===== config.mk =====
export PLATFORM = sky130hd
export DESIGN_NAME = lpcsf_mac
export DESIGN_NICKNAME = d
export VERILOG_FILES = /design/src/lpcsf_pkg.sv /design/src/lpcsf_mac.sv
export SDC_FILE = /design/constraint.sdc
export NUM_CORES = 2
export LEC_CHECK = 0
export ABC_AREA = 1
export BUFFER_PORTS_ARGS = -buffer_cell sky130_fd_sc_hd__buf_2
export CORE_MARGIN = 2
export CORE_UTILIZATION = 57
export CTS_CLUSTER_DIAMETER = 30
export CTS_CLUSTER_SIZE = 28
export DETAILED_ROUTE_END_ITERATION = 8
export HOLD_SLACK_MARGIN = 0.02
export PLACE_DENSITY = 0.79
export SLEW_MARGIN = 20
export SYNTH_ARGS = -nofsm -noshare
export SYNTH_HDL_FRONTEND = slang
export SYNTH_SLANG_ARGS = --single-unit
export TNS_END_PERCENT = 50

===== constraint.sdc =====
create_clock -name clk_i -period 10.8 [get_ports clk_i]
set_input_delay 0.54 -clock clk_i [delete_from_list [all_inputs] [get_ports clk_i]]
set_output_delay 0.54 -clock clk_i [all_outputs]
set_load 0.05 [all_outputs]

===== src/lpcsf_pkg.sv =====
// shared types, constants and defaults for the lpc synthesis filter
// no dependencies; used by lpcsf_history, lpcsf_mac and lpc_synthesis_filter
`default_nettype none

package lpcsf_pkg;

  localparam int unsigned MaxOrderDef         = 32;
  localparam int unsigned CoefFractionBitsDef = 14;
  localparam int unsigned RescalePositionDef  = 64;
  localparam int unsigned FrameMaxDef         = 1024;

  localparam int unsigned SampleW   = 32;
  localparam int unsigned CoefIdxW  = 10;
  localparam int unsigned ScaleW    = 5;
  localparam int unsigned OrderRegW = 6;
  localparam int unsigned AccW      = 64;
  localparam int unsigned PaddrW    = 4;

  typedef enum logic [1:0] {
    ST_IDLE,
    ST_RUN,
    ST_DONE
  } state_e;

  typedef enum logic [1:0] {
    REG_ORDER      = 2'd0,
    REG_PREV_SCALE = 2'd1,
    REG_CUR_SCALE  = 2'd2
  } cfg_reg_e;

  // control from the sequencer to the history file
  typedef struct packed {
    logic              clear;
    logic              push;
    logic              rescale;
    logic              scale_up;
    logic [ScaleW-1:0] scale_amt;
  } hist_ctrl_t;

  // control from the sequencer to the multiply-accumulate unit
  typedef struct packed {
    logic clear;
    logic issue;
  } mac_ctrl_t;

endpackage

`default_nettype wire


===== src/lpcsf_mac.sv =====
// shared signed 32x32 multiply-accumulate with 64-bit sum and rounding shift
// depends on lpcsf_pkg
`default_nettype none

module lpcsf_mac #(
  parameter int unsigned COEF_FRACTION_BITS = lpcsf_pkg::CoefFractionBitsDef
) (
  input  wire logic                          clk_i,
  input  wire logic                          rst_ni,
  input  wire lpcsf_pkg::mac_ctrl_t          ctrl_i,
  input  wire logic [lpcsf_pkg::SampleW-1:0] hist_i,
  input  wire logic [lpcsf_pkg::SampleW-1:0] coef_i,
  output logic                               busy_o,
  output logic      [lpcsf_pkg::SampleW-1:0] pred_o
);

  localparam logic [lpcsf_pkg::AccW-1:0] RoundBias =
      lpcsf_pkg::AccW'(1) << (COEF_FRACTION_BITS - 1);

  logic                              v1_q, v2_q;
  logic [lpcsf_pkg::SampleW-1:0]     hist_q;
  logic signed [lpcsf_pkg::AccW-1:0] prod_full;
  logic [lpcsf_pkg::AccW-1:0]        prod_q;
  logic [lpcsf_pkg::AccW-1:0]        acc_q;
  logic [lpcsf_pkg::AccW-1:0]        rounded;
  logic [lpcsf_pkg::AccW-1:0]        shifted;

  always_ff @(posedge clk_i or negedge rst_ni) begin
    if (!rst_ni) begin
      v1_q <= 1'b0;
      v2_q <= 1'b0;
    end else begin
      v1_q <= ctrl_i.issue;
      v2_q <= v1_q;
    end
  end

  // full 64-bit product of two sign-extended 32-bit words
  assign prod_full = lpcsf_pkg::AccW'($signed(hist_q)) * lpcsf_pkg::AccW'($signed(coef_i));

  // history word is registered to line up with the ram read data
  always_ff @(posedge clk_i) begin
    hist_q <= hist_i;
    if (v1_q) begin
      prod_q <= prod_full;
    end
    if (ctrl_i.clear) begin
      acc_q <= '0;
    end else if (v2_q) begin
      acc_q <= acc_q + prod_q;
    end
  end

  assign rounded = acc_q + RoundBias;
  assign shifted = lpcsf_pkg::AccW'($signed(rounded) >>> COEF_FRACTION_BITS);
  assign pred_o  = shifted[lpcsf_pkg::SampleW-1:0];
  assign busy_o  = v1_q | v2_q;

endmodule

`default_nettype wire


==> flow_summary.json <==
{
  "syn_to_final_growth_pct": 4.64,
  "netlist_top_cells_count": "inv_1 (1508), nand2_1 (1236), fa_1 (795), ha_1 (211), nor2_1 (210)",
  "initialDrtViolationCount": 2464,
  "routed_wirelength_um": 102000,
  "min_path_cells": 1,
  "post_drt_wl_per_cell_um": 17.9,
  "skew_ps": 23.2,
  "die_h_um": 259,
  "drc": 0,
  "synth.ff_latch_count": 126,
  "synth_edf_count": 46,
  "yosysMostFrequentCell": "inv_1",
  "die_area_sq_um": 67200,
  "grt_max_degree": 49,
  "rr_worst_depth": 27,
  "cts_tree": "yes",
  "syn_area_per_cell_sq_um": 7.61,
  "ff2ff_setup_slack_ps": 3260,
  "synth_cell_types": 49,
  "drv_cap": 0,
  "worstMarginPinSlew_ps": 1020,
  "rr_startpoint": "hist_q[7]",
  "worstSetupStartpointType": "flop",
  "synthArstFlopShare_pct": 1.59,
  "num_rows": 93,
  "synth_ff_type": "dfxtp_1",
  "hold_path_end": "hist_q[3]",
  "cts.sinks": 126,
  "die_w_um": 259,
  "drive_above_1_share_pct": 4.16,
  "gp_congestion": 0.978,
  "boundaryPins": 101,
  "n_fill_cell": 5786,
  "gr-usage-all-layers_pct": 32.3,
  "vias_per_cell": 5.30,
  "grt_pass1_wl_um": 167000,
  "cts_root_buf": "clkbuf_16",
  "fin_tns_setup_ps": 0,
  "cts_max_path_buffers": 2,
  "finalNetCount": 5916,
  "ys_seq_area_share_pct": 8.07,
  "synth_top_area_share_pct": 42.9,
  "grt_pass1_vias": 32400,
  "post-route-period-util_pct": 69.8,
  "clock_latency_ps": 500,
  "slew_viol_final": 0,
  "cts_resized": 0,
  "n_antenna_cell": 0,
  "drtPass1Iterations": 6,
  "dp_hpwl_um": 82400,
  "syn_inst": 4879,
  "regArea_sq_um": 3000,
  "synthesis.nets": 5953,
  "worstSetupEndpointType": "flop",
  "post-route-min-period_ps": 7540,
  "initial_core_util_pct": 57.6,
  "synth_area_sq_um": 37100,
  "yosysWarnings": 0,
  "grt_antenna_before_repair": 0,
  "arrival_ps": 7780,
  "path_max_fanout": 20,
  "rr_endpoint": "prod_q[45]",
  "clock.fmax_ghz": 0.133,
  "cts_buffers": 17,
  "setup.worst_path.class": "reg2reg",
  "num_vias": 30300,
  "hold_class": "in2reg",
  "portBuffers": 100,
  "synth_area_leaders": "fa_1 (43%), inv_1 (15%), nand2_1 (13%)",
  "slew_headroom_pct": 32.2,
  "finalHoldViolCount": 0,
  "yosysTopAreaCell": "fa_1",
  "worstHoldStart": "hist_i[3]",
  "required_ps": 11050,
  "ant_nets": 0,
  "htree_levels": 4,
  "multi_input_area_sq_um": 27700,
  "rsz0062_at_grt": "no",
  "setup_viol": 0,
  "overflow": 0,
  "outcome": "finished, final reports clean",
  "clk_transition_reported_paths_ps": 80,
  "core_area_sq_um": 64500
}
state kept, by name (all words and copies together), names as in the netlist:
signal	cells
acc_q	46
v1_q	1
v2_q	1
prod_q	46
hist_q	32
area by class of cell:
class,count,area share (%)
clock buffer,22,1.25
clock inverter,10,0.383
inverter,1517,14.7
multi-input combinational,3051,71.4
sequential,126,7.72
tap,855,2.76
timing repair buffer,129,1.86
per-stage QoR:
stage | utilization [%] | setup WS [ps] | hold slack (ps) | instances | cell area, sq um
after floorplan | - | 3990 | 244 | 4879 | 37100
final | 60.2 | 3260 | 131 | 5710 | 38800
after global routing | 60.2 | 2870 | 122 | 5710 | 38800
after detailed placement | 59.2 | 3070 | 332 | 5677 | 38200
after CTS | 60.2 | 3320 | 106 | 5710 | 38800
after global placement | 59.2 | 3130 | 335 | 5677 | 38200
how the worst max path moves through the flow:
| stage | start | endpoint | slack [ps] |
|---|---|---|---|
| 3_5_place_dp | coef_i[2] | prod_q[43] | 3070 |
| 5_1_grt | hist_q[31] | prod_q[44] | 2870 |
| 4_1_cts | hist_q[5] | prod_q[45] | 3320 |
| 3_3_place_gp | coef_i[2] | prod_q[44] | 3130 |
| 6_report | hist_q[7] | prod_q[45] | 3260 |
| 2_1_floorplan | coef_i[17] | prod_q[44] | 3990 |
logic make-up after synthesis:
kind of cell / Yosys count / share of synthesized area, %
compound gates: 310 / 4.57
flops: 126 / 8.07
buf+inv: 1702 / 17.3
xor+xnor: 106 / 2.50
fa+ha+maj: 1006 / 50.0
simple gates: 1629 / 17.6
cell usage in the layout (no fill, tap or decap), types with 21 or more instances in the layout:
cell      instances
buf_4            28
xor2_1           83
buf_2           100
dfxtp_1          76
xnor2_1          23
fa_1            795
o21ai_1          28
nand2_1        1236
ha_1            211
nor3_1           21
a21oi_1         134
o21ai_0          85
nor2_1          210
edfxtp_1         46
inv_1          1508
nand3_1         103
timing repair:
item / in CTS / in global routing
hold buffers: 1 / 0
hold endpoints to repair: 2 / 0
setup buffers: 0 / 0
metal layers:
metal,global-route usage (%),share of wire (%),wire length (um),up-vias
li1,-,-,-,13700
met1,40.3,38,38400,14700
met2,54.2,48,48700,1580
met3,6.60,10,10200,329
met4,14.6,5.0,5080,0
met5,0.285,0,0,-
critical path: stages (launching register included):
cell     delay [ps]
dfxtp_1         770
buf_4           440
nand2_1         120
fa_1            390
inv_1            70
fa_1            430
fa_1            550
inv_1            60
fa_1            480
inv_1            60
fa_1            490
inv_1            50
fa_1            530
inv_1            50
fa_1            500
fa_1            440
ha_1            400
nand2_1         130
nor2_1          140
inv_1            90
nor3_1          380
nand3_1         120
nand3_1         250
nand2_1          90
nand3_1         100
inv_1            40
nand2_1          50
nand2_1          40
Power is not shown: default switching activity piles up to over one toggle a cycle in this logic, so the estimate is an artifact.
